### config.mk
export PLATFORM = sky130hd
export DESIGN_NAME = invalidation_tag_tracker_core
export DESIGN_NICKNAME = d
export VERILOG_FILES = /design/src/rtl/itt_pkg.sv /design/src/rtl/itt_tag_check.sv /design/src/rtl/invalidation_tag_tracker_core.sv
export VERILOG_INCLUDE_DIRS = /design/src /design/src/rtl
export SDC_FILE = /design/constraint.sdc
export NUM_CORES = 1
export LEC_CHECK = 0
export ABC_CLOCK_PERIOD_IN_PS = 5800
export BUFFER_PORTS_ARGS = -buffer_cell sky130_fd_sc_hd__buf_2
export CORE_ASPECT_RATIO = 0.6
export CORE_UTILIZATION = 51
export CTS_BUF_LIST = sky130_fd_sc_hd__clkbuf_16
export DETAILED_ROUTE_END_ITERATION = 8
export PLACE_DENSITY = 0.71
export SLEW_MARGIN = 10
export SYNTH_ARGS = -nofsm -noshare
export SYNTH_HDL_FRONTEND = slang
export SYNTH_SLANG_ARGS = --single-unit
### constraint.sdc
create_clock -name i_clk -period 5.8 [get_ports i_clk]
set_clock_uncertainty 0.2 [all_clocks]
set_input_delay 0.58 -clock i_clk [delete_from_list [all_inputs] [get_ports i_clk]]
set_output_delay 0.58 -clock i_clk [all_outputs]
set_load 0.02 [all_outputs]
### src/rtl/invalidation_tag_tracker_core_assert.svh
// Assertion macros used by the tracker core RTL.
`ifndef INVALIDATION_TAG_TRACKER_CORE_ASSERT_SVH
`define INVALIDATION_TAG_TRACKER_CORE_ASSERT_SVH

// Checked outside reset.
`define ITT_ASSERT(label, prop, msg) \
    label: assert property (@(posedge i_clk) disable iff (!i_rst_n) prop) else $error(msg);

// Checked at every edge, reset included.
`define ITT_ASSERT_ALWAYS(label, prop, msg) \
    label: assert property (@(posedge i_clk) prop) else $error(msg);

`endif

### src/rtl/itt_pkg.sv
package itt_pkg;

    localparam int NUM_TAGS    = 2;
    localparam int TAG_W       = (NUM_TAGS > 1) ? $clog2(NUM_TAGS) : 1;
    localparam int CNT_W       = 3;
    localparam int SEG_W       = 8;
    localparam int RID_W       = 16;
    localparam int MASK_W      = 32;
    localparam int TAG_INDEX_W = 5;

    // Response counts wrap modulo eight.
    localparam logic [CNT_W-1:0] CNT_MASK = 3'h7;

    typedef enum logic [1:0] {
        CMD_ALLOC  = 2'd0,
        CMD_COMPL  = 2'd1,
        CMD_EXPIRE = 2'd2,
        CMD_NOP    = 2'd3
    } t_cmd;

    typedef enum logic [1:0] {
        ST_IDLE,
        ST_SCAN,
        ST_FINISH
    } t_state;

    typedef struct packed {
        logic             seg_valid;
        logic [SEG_W-1:0] segment;
        logic [RID_W-1:0] requester;
        logic [CNT_W-1:0] count;
    } t_entry;

    typedef struct packed {
        t_entry           entry;
        logic             busy;
        logic             seg_valid;
        logic [SEG_W-1:0] segment;
        logic [RID_W-1:0] requester;
        logic [CNT_W-1:0] done_count;
    } t_check_req;

    typedef struct packed {
        logic             mismatch;
        logic [CNT_W-1:0] next_count;
        logic             retire;
    } t_check_rsp;

endpackage

### src/rtl/itt_tag_check.sv
module itt_tag_check
    import itt_pkg::*;
(
    input  t_check_req i_req,
    output t_check_rsp o_rsp
);

    logic seg_bad;

    // A tag that carries a segment only answers a request with the same segment.
    assign seg_bad = i_req.entry.seg_valid &&
                     (!i_req.seg_valid || (i_req.segment != i_req.entry.segment));

    assign o_rsp.mismatch   = !i_req.busy || seg_bad ||
                              (i_req.entry.requester != i_req.requester);
    assign o_rsp.next_count = (i_req.entry.count + 1'b1) & CNT_MASK;
    assign o_rsp.retire     = (o_rsp.next_count == i_req.done_count);

endmodule

### src/rtl/invalidation_tag_tracker_core.sv
// Invalidation tag tracker.
// Input channel (i_in_valid / o_in_ready) carries one command per transaction:
// allocate a tag, report an invalidation completion against masked tags, or
// expire masked tags on a timer. Output channel (o_out_valid / i_out_ready)
// returns exactly one result per command: status, allocated tag index, whether
// any tag is still busy, and the sticky timeout flag.
// A sequencer walks the tags one per cycle through a single shared check unit,
// so a command passes an accept step, a scan of up to NUM_TAGS tags (2 here) and
// a finish step that loads the result: o_out_valid rises when the result is
// loaded, when o_in_ready returns as well; a new command is taken only after
// the previous one has left the finish step. Allocation stops at the first
// free tag; a completion stops at the first mismatch.
// Each finished result sits in an output register, so a new command is taken
// while the previous result still waits; if the receiver stalls, the next
// result waits in the finish step until the output register frees up.
// Reset (i_rst_n low, synchronous) frees every tag, clears the timeout flag
// and empties the output register. Tag contents are written by allocation; completions update their counts.
module invalidation_tag_tracker_core
    import itt_pkg::*;
(
    input  logic                   i_clk,
    input  logic                   i_rst_n,
    input  logic                   i_in_valid,
    output logic                   o_in_ready,
    input  logic [1:0]             i_cmd,
    input  logic                   i_seg_valid,
    input  logic [SEG_W-1:0]       i_segment,
    input  logic [RID_W-1:0]       i_requester_id,
    input  logic [MASK_W-1:0]      i_tag_mask,
    input  logic [CNT_W-1:0]       i_done_count,
    output logic                   o_out_valid,
    input  logic                   i_out_ready,
    output logic                   o_status,
    output logic [TAG_INDEX_W-1:0] o_tag_index,
    output logic                   o_any_pending,
    output logic                   o_timed_out
);

    `include "invalidation_tag_tracker_core_assert.svh"

    t_state                r_state, n_state;
    logic [TAG_W-1:0]      r_idx, n_idx;
    logic                  r_status, n_status;
    logic [TAG_W-1:0]      r_alloc_idx, n_alloc_idx;
    logic [NUM_TAGS-1:0]   r_busy, n_busy;
    logic                  r_timeout, n_timeout;

    t_cmd                  r_cmd;
    logic                  r_sv;
    logic [SEG_W-1:0]      r_seg;
    logic [RID_W-1:0]      r_rid;
    logic [NUM_TAGS-1:0]   r_mask;
    logic [CNT_W-1:0]      r_cc;

    t_entry                r_entry [NUM_TAGS];

    logic                  r_out_valid;
    logic                  r_o_status;
    logic [TAG_INDEX_W-1:0] r_o_idx;
    logic                  r_o_pending;
    logic                  r_o_timed;

    logic                  load_req;
    logic                  load_out;
    logic                  entry_we;
    t_entry                entry_wdata;
    logic                  last_tag;
    t_check_req            chk_req;
    t_check_rsp            chk_rsp;

    assign last_tag = (r_idx == TAG_W'(NUM_TAGS - 1));

    assign chk_req.entry      = r_entry[r_idx];
    assign chk_req.busy       = r_busy[r_idx];
    assign chk_req.seg_valid  = r_sv;
    assign chk_req.segment    = r_seg;
    assign chk_req.requester  = r_rid;
    assign chk_req.done_count = r_cc;

    itt_tag_check u_check (
        .i_req (chk_req),
        .o_rsp (chk_rsp)
    );

    always_comb begin
        n_state     = r_state;
        n_idx       = r_idx;
        n_status    = r_status;
        n_alloc_idx = r_alloc_idx;
        n_busy      = r_busy;
        n_timeout   = r_timeout;
        load_req    = 1'b0;
        load_out    = 1'b0;
        entry_we    = 1'b0;
        entry_wdata = r_entry[r_idx];
        case (r_state)
            ST_IDLE: begin
                if (i_in_valid) begin
                    load_req    = 1'b1;
                    n_idx       = '0;
                    n_status    = 1'b0;
                    n_alloc_idx = '0;
                    n_state     = (t_cmd'(i_cmd) == CMD_NOP) ? ST_FINISH : ST_SCAN;
                end
            end
            ST_SCAN: begin
                case (r_cmd)
                    CMD_ALLOC: begin
                        if (!r_busy[r_idx]) begin
                            n_busy[r_idx]         = 1'b1;
                            entry_we              = 1'b1;
                            entry_wdata.seg_valid = r_sv;
                            entry_wdata.segment   = r_seg;
                            entry_wdata.requester = r_rid;
                            entry_wdata.count     = '0;
                            n_alloc_idx           = r_idx;
                            n_state               = ST_FINISH;
                        end else if (last_tag) begin
                            n_status = 1'b1;
                            n_state  = ST_FINISH;
                        end else begin
                            n_idx = r_idx + 1'b1;
                        end
                    end
                    CMD_COMPL: begin
                        if (r_mask[r_idx] && chk_rsp.mismatch) begin
                            // Tags already walked keep their updates.
                            n_status = 1'b1;
                            n_state  = ST_FINISH;
                        end else begin
                            if (r_mask[r_idx]) begin
                                entry_we          = 1'b1;
                                entry_wdata.count = chk_rsp.next_count;
                                if (chk_rsp.retire) begin
                                    n_busy[r_idx] = 1'b0;
                                end
                            end
                            if (last_tag) begin
                                n_state = ST_FINISH;
                            end else begin
                                n_idx = r_idx + 1'b1;
                            end
                        end
                    end
                    CMD_EXPIRE: begin
                        if (r_mask[r_idx]) begin
                            n_busy[r_idx] = 1'b0;
                        end
                        if (last_tag) begin
                            n_timeout = 1'b1;
                            n_state   = ST_FINISH;
                        end else begin
                            n_idx = r_idx + 1'b1;
                        end
                    end
                    default: begin
                        n_state = ST_FINISH;
                    end
                endcase
            end
            ST_FINISH: begin
                if (!r_out_valid || i_out_ready) begin
                    load_out = 1'b1;
                    n_state  = ST_IDLE;
                end
            end
            default: begin
                n_state = ST_IDLE;
            end
        endcase
    end

    always_ff @(posedge i_clk) begin
        if (!i_rst_n) begin
            r_state     <= ST_IDLE;
            r_idx       <= '0;
            r_status    <= 1'b0;
            r_alloc_idx <= '0;
            r_busy      <= '0;
            r_timeout   <= 1'b0;
            r_out_valid <= 1'b0;
        end else begin
            r_state     <= n_state;
            r_idx       <= n_idx;
            r_status    <= n_status;
            r_alloc_idx <= n_alloc_idx;
            r_busy      <= n_busy;
            r_timeout   <= n_timeout;
            if (load_out) begin
                r_out_valid <= 1'b1;
            end else if (i_out_ready) begin
                r_out_valid <= 1'b0;
            end
        end
    end

    always_ff @(posedge i_clk) begin
        if (load_req) begin
            r_cmd  <= t_cmd'(i_cmd);
            r_sv   <= i_seg_valid;
            r_seg  <= i_segment;
            r_rid  <= i_requester_id;
            r_mask <= i_tag_mask[NUM_TAGS-1:0];
            r_cc   <= i_done_count;
        end
        if (entry_we) begin
            r_entry[r_idx] <= entry_wdata;
        end
        if (load_out) begin
            r_o_status  <= r_status;
            r_o_idx     <= TAG_INDEX_W'(r_alloc_idx);
            r_o_pending <= |r_busy;
            r_o_timed   <= r_timeout;
        end
    end

    assign o_in_ready    = (r_state == ST_IDLE);
    assign o_out_valid   = r_out_valid;
    assign o_status      = r_o_status;
    assign o_tag_index   = r_o_idx;
    assign o_any_pending = r_o_pending;
    assign o_timed_out   = r_o_timed;

    `ITT_ASSERT(a_alloc_sets_busy,
        (r_state == ST_SCAN && r_cmd == CMD_ALLOC && !r_busy[r_idx]) |=> r_busy[$past(r_idx)],
        "allocated tag is not marked busy")
    `ITT_ASSERT(a_timeout_sticky, r_timeout |=> r_timeout,
        "timeout flag cleared outside reset")
    `ITT_ASSERT(a_busy_only_in_scan, (r_state != ST_SCAN) |=> $stable(r_busy),
        "tag busy bits changed outside a scan")
    `ITT_ASSERT_ALWAYS(a_fail_zero_index, (o_out_valid && o_status) |-> (o_tag_index == '0),
        "failed command reports a nonzero tag index")

endmodule

## Word-level counts from Yosys, hierarchy flattened

Memory sizes are Yosys's and may differ from the RTL's. A register that Yosys moved wholly into a read port is not among the register bits.
Index checks and enable logic that the tools add are counted.

- Register bits: 45
- RAM bits: 56
- Memories: 1

Memory list:

| name | depth | bits a word | read ports | clocked after memory_dff | write ports | line | source |
|---|---|---|---|---|---|---|---|
| r_entry | 2 | 28 | 1 | 1 | 1 | invalidation_tag_tracker_core.sv:55 | `t_entry r_entry [NUM_TAGS];` |

- Add/subtract/negate cells: 2
- Magnitude comparators: 2
- Equality and inequality tests: 23
- Muxes and demuxes: 55
- Bitwise logic cells: 3
- Reduce and logical (&&, ||, !) cells: 22

Operators with widths:

| kind | count |
|---|---|
| 2-to-1 mux 28 bit | 2 |
| 2-to-1 mux 1 bit | 28 |
| 2-to-1 mux 25 bit | 1 |
| 2-to-1 mux 2 bit | 11 |
| case mux 2 bit (3 select lines) | 3 |
| != test 16 bit | 1 |
| != test 2 bit (second input constant) | 8 |
| case mux 1 bit (2 select lines) | 5 |
| != test 3 bit (second input constant) | 3 |
| != test 8 bit | 1 |
| AND reduction 7 bit | 1 |
| == test 2 bit (second input constant) | 3 |
| 2-to-1 mux 3 bit | 2 |
| case mux 3 bit (2 select lines) | 1 |
| AND reduction 6 bit | 1 |
| AND reduction 5 bit | 1 |
| == test 2 x 1 -> 1 bit (second input constant) | 2 |
| zero test 2 bit | 2 |
| logical OR 1 bit | 4 |
| != test 4 x 2 -> 1 bit (second input constant) | 1 |
| AND reduction 4 bit | 1 |
| nonzero test 2 bit | 2 |
| adder 3 x 1 -> 3 bit (second input constant) | 1 |
| == test 3 bit | 1 |
| 17 further kinds | 21 |

## Logic depth before layout (Yosys ltp)

- Word-level depth: 11
- Depth in mapped cells: 11

## Hierarchy

A second synthesis with hierarchy kept.

- Cells, all modules: 289
- Area total of the unflattened synthesis: 4558.1 µm²

By module, submodules not included:

| module | times used | cells an instance | area each (µm²) |
|---|---|---|---|
| invalidation_tag_tracker_core | 1 | 245 | 4224.1 |
| itt_tag_check | 1 | 44 | 334.1 |

## Worst setup path after synthesis

No wires, ideal clock.

- Path type: reg-to-reg
- Start point: register with a tool-made name
- End point: memory r_entry[1][0] in the netlist's numbering, enable pin
- Setup time: 422 ps
- Arrival: 3269 ps
- Data required time: 5178 ps
- Setup slack: 1909 ps
- Cell stages (with the launch flop): 10
- Path through: dfxtp_1 buf_6 buf_2 mux2i_1 xnor2_1 nor4_2 nand3_2 nor4_4 nand3_2 a21oi_1

RTL lines:

| item | line |
|---|---|
| end, declared | invalidation_tag_tracker_core.sv:55 |

==> key figures <==
Run status
  • Outcome: finished clean

Timing
  • Post-layout min period: 3950 ps
  • Worst-margin pin slew: 1010 ps
  • Hold Fails Final Rpt: 0
  • Rel. slew slack: 0.323
  • Setup TNS: 0 ps
  • Max Clock Freq: 253 MHz
  • Tcrit/Tclk final: 0.682
  • Count of final setup violators: 0
  • RSZ-0062 raised after global routing: false
  • Pins Over Slew Limit: 0

Floorplan
  • DIE AREA: 0.00919 mm²
  • Die extent in y: 74.6 µm
  • Core area: roughly 0.0085 mm²
  • Die W: 123 µm
  • Starting Density: 0.526
  • Ports: 76
  • Row count: 26

Final layout
  • Antenna cells: 0
  • Synth-to-Final Area Change: 13.8%
  • Final net count: 440
  • Commonest non-fill, non-tap cells in the layout: edfxtp_1, buf_2, mux2i_1, nor2_1, a21oi_1
  • Layout cell share with drive strength beyond 1: 0.209
  • Filler cell count: 669
  • Most common cell after layout, fill and taps aside: edfxtp_1

Yosys
  • Yosys Warn Count: 0
  • Avg Inst Size Synth: 13.8 µm²
  • EDFF count, synth: ~90
  • Synth unique cells: 47
  • Post-synthesis async set-or-reset flop share: 0
  • #FFs+latches synth: 102
  • Post-synthesis sequential area ratio: 0.661
  • Prevailing post-synth register cell: edfxtp_1
  • Mapped Cells: 325
  • Mapped cell area: 0.00449 mm²

GRT
  • Tot GR Track Use: 0.184
  • Vias in the first global route: 2371
  • Largest net degree at the start of global routing: 37
  • Initial antenna violation count: 0
  • Global-route wire length before repair: about 12 mm
  • Grt total ovfl: 0

Clocking
  • Worst-Skew Late Latency: 350 ps
  • Setup Fix Bufs, Post-CTS: 0
  • Cts repair resizes: 0
  • Root Driver: clkbuf_16
  • Clock slew at reported path FFs: 70 ps
  • # H-tree levels: 3
  • Cts bufs inserted: 9
  • Clock sink total: 102
  • CTS tree: yes
  • CTS Buffer Depth: 2
  • Hold_buf cts: 0

Setup path
  • Delay of the slowest critical-path stage: 680 ps
  • Required time of the critical path: 5630 ps
  • WP data arrival: 3790 ps
  • WS Path Type: flip-flop to flip-flop
  • Startpoint Class: flip-flop
  • Worst setup EP type: flip-flop
  • Crit-path max FO: 28
  • Crit-path most repeated cell: buf_4
  • Crit-path slowest cell: a21oi_2
  • Crit path cell chain: buf_4, mux2i_1, xor2_1, nand4_1, or3_1, nor4_4, nand3_2, a21oi_2, buf_4

Placed design
  • Detailed placer's ending HPWL: 5.22 mm
  • Routability cong.: 0.887
  • PortBufs: 41

Power
  • VDD IR max: between 0.00015 and 0.0002 V
  • Power Total: between 1.5 and 2 mW
  • Power per cell area: 310 mW/mm²
  • Leakage: 1.72 nW

Route
  • Highest Signal Layer: met4
  • DRT met1 WL: 3.82 mm
  • Met2 wire len: 3.37 mm
  • Initial DRC Count: ~200
  • Drt drc: 0
  • Via/cell ratio: 5.26
  • Via count: 2556
  • Drt wl/cell: 15.8 µm
  • First-pass DRT Iterations: 5
  • Total detailed-routing wirelength: 7.66 mm
  • Met3 wire len: around 440 µm
  • Post-detailed-route count of antenna-violating nets: 0

Worst hold path
  • Hold Path Class: input port to flip-flop

Run
  • Max-cap violations: 0
## Yosys cell counts (all sizes together) (7+ instances only)
cell	count	area, µm²
buf	7	57.6
o21ai	8	40.0
edfxtp	92	2760
clkbuf	8	30.0
mux2i	31	318
xnor2	22	193
nand2	13	48.8
nor2	30	113
a21oi	30	150
inv	7	26.3
dfxtp	10	200
nand3	9	55.1
## layer usage
| metal | vias to the layer above | GRT usage |
|---|---|---|
| li1 | 1288 | - |
| met1 | 1201 | 0.249 |
| met2 | 65 | 0.283 |
| met3 | 2 | 0.0576 |
| met4 | 0 | 0.0683 |
| met5 | - | 0 |
## stage by stage
stage                util  hold slack [ps]  std cells  cell area (µm²)  setup WS, ps
floorplan               -              208        328             4500          1910
global placement    0.564              218        470             4800          1820
detailed placement  0.564              227        470             4800          1780
CTS                 0.599              189        486             5100          1750
global route        0.599              184        486             5100          1510
finish              0.599              203        486             5100          1850
## power by group
group | switching (mW) | leakage [nW] | total, mW | internal, mW
clock network | 0.260 | 0.143 | 0.595 | 0.336
registers | 0.0191 | 0.930 | 0.855 | 0.836
logic | 0.0782 | 0.646 | 0.131 | 0.0527
## logic make-up after synthesis
kind of cell,Yosys count,synth area share
flops,102,0.661
simple gates,77,0.0918
compound gates,57,0.0770
mux,33,0.0759
xor+xnor,28,0.0547
buf+inv,22,0.0254
fa+ha+maj,5,0.0139
other cells,1,0.000836
## area by class of cell
type / instances / area, µm² / area share
multi-input combinational: 204 / 1440 / 0.282
sequential: 102 / 2960 / 0.580
clock buffer: 9 / 225 / 0.0441
clock inverter: 7 / 75.1 / 0.0147
timing repair buffer: 45 / 235 / 0.0461
tap: 112 / 140 / 0.0275
inverter: 7 / 26.3 / 0.00515
## critical path, delay by kind of cell (launching register included)
family	cells	cell delay, ps
buf+inv	2	800
compound gates	1	680
flops	1	310
mux	1	350
simple gates	4	1090
xor+xnor	1	170
## sequential cells by signal (all words and copies together), names as in the netlist, 2 cells and up, named ones only
name     count
r_mask       2
r_cc         3
r_seg        8
r_entry     56
r_state      2
r_rid       16
r_cmd        2
## final timing paths
check | from | to | slack (ps) | depth (start not counted)
max | flip-flop | r_entry[1][2]$_DFFE_PP_ | 1850 | 9
max reg2reg | flip-flop | r_entry[1][2]$_DFFE_PP_ | 1850 | 9
min | i_requester_id[12] | r_rid[12]$_DFFE_PP_ | 200 | 1
min reg2reg | r_alloc_idx$_SDFFE_PN0P_ | o_tag_index[0]$_DFFE_PP_ | 240 | 0
Note: power is estimated with default switching activity, not from simulation.
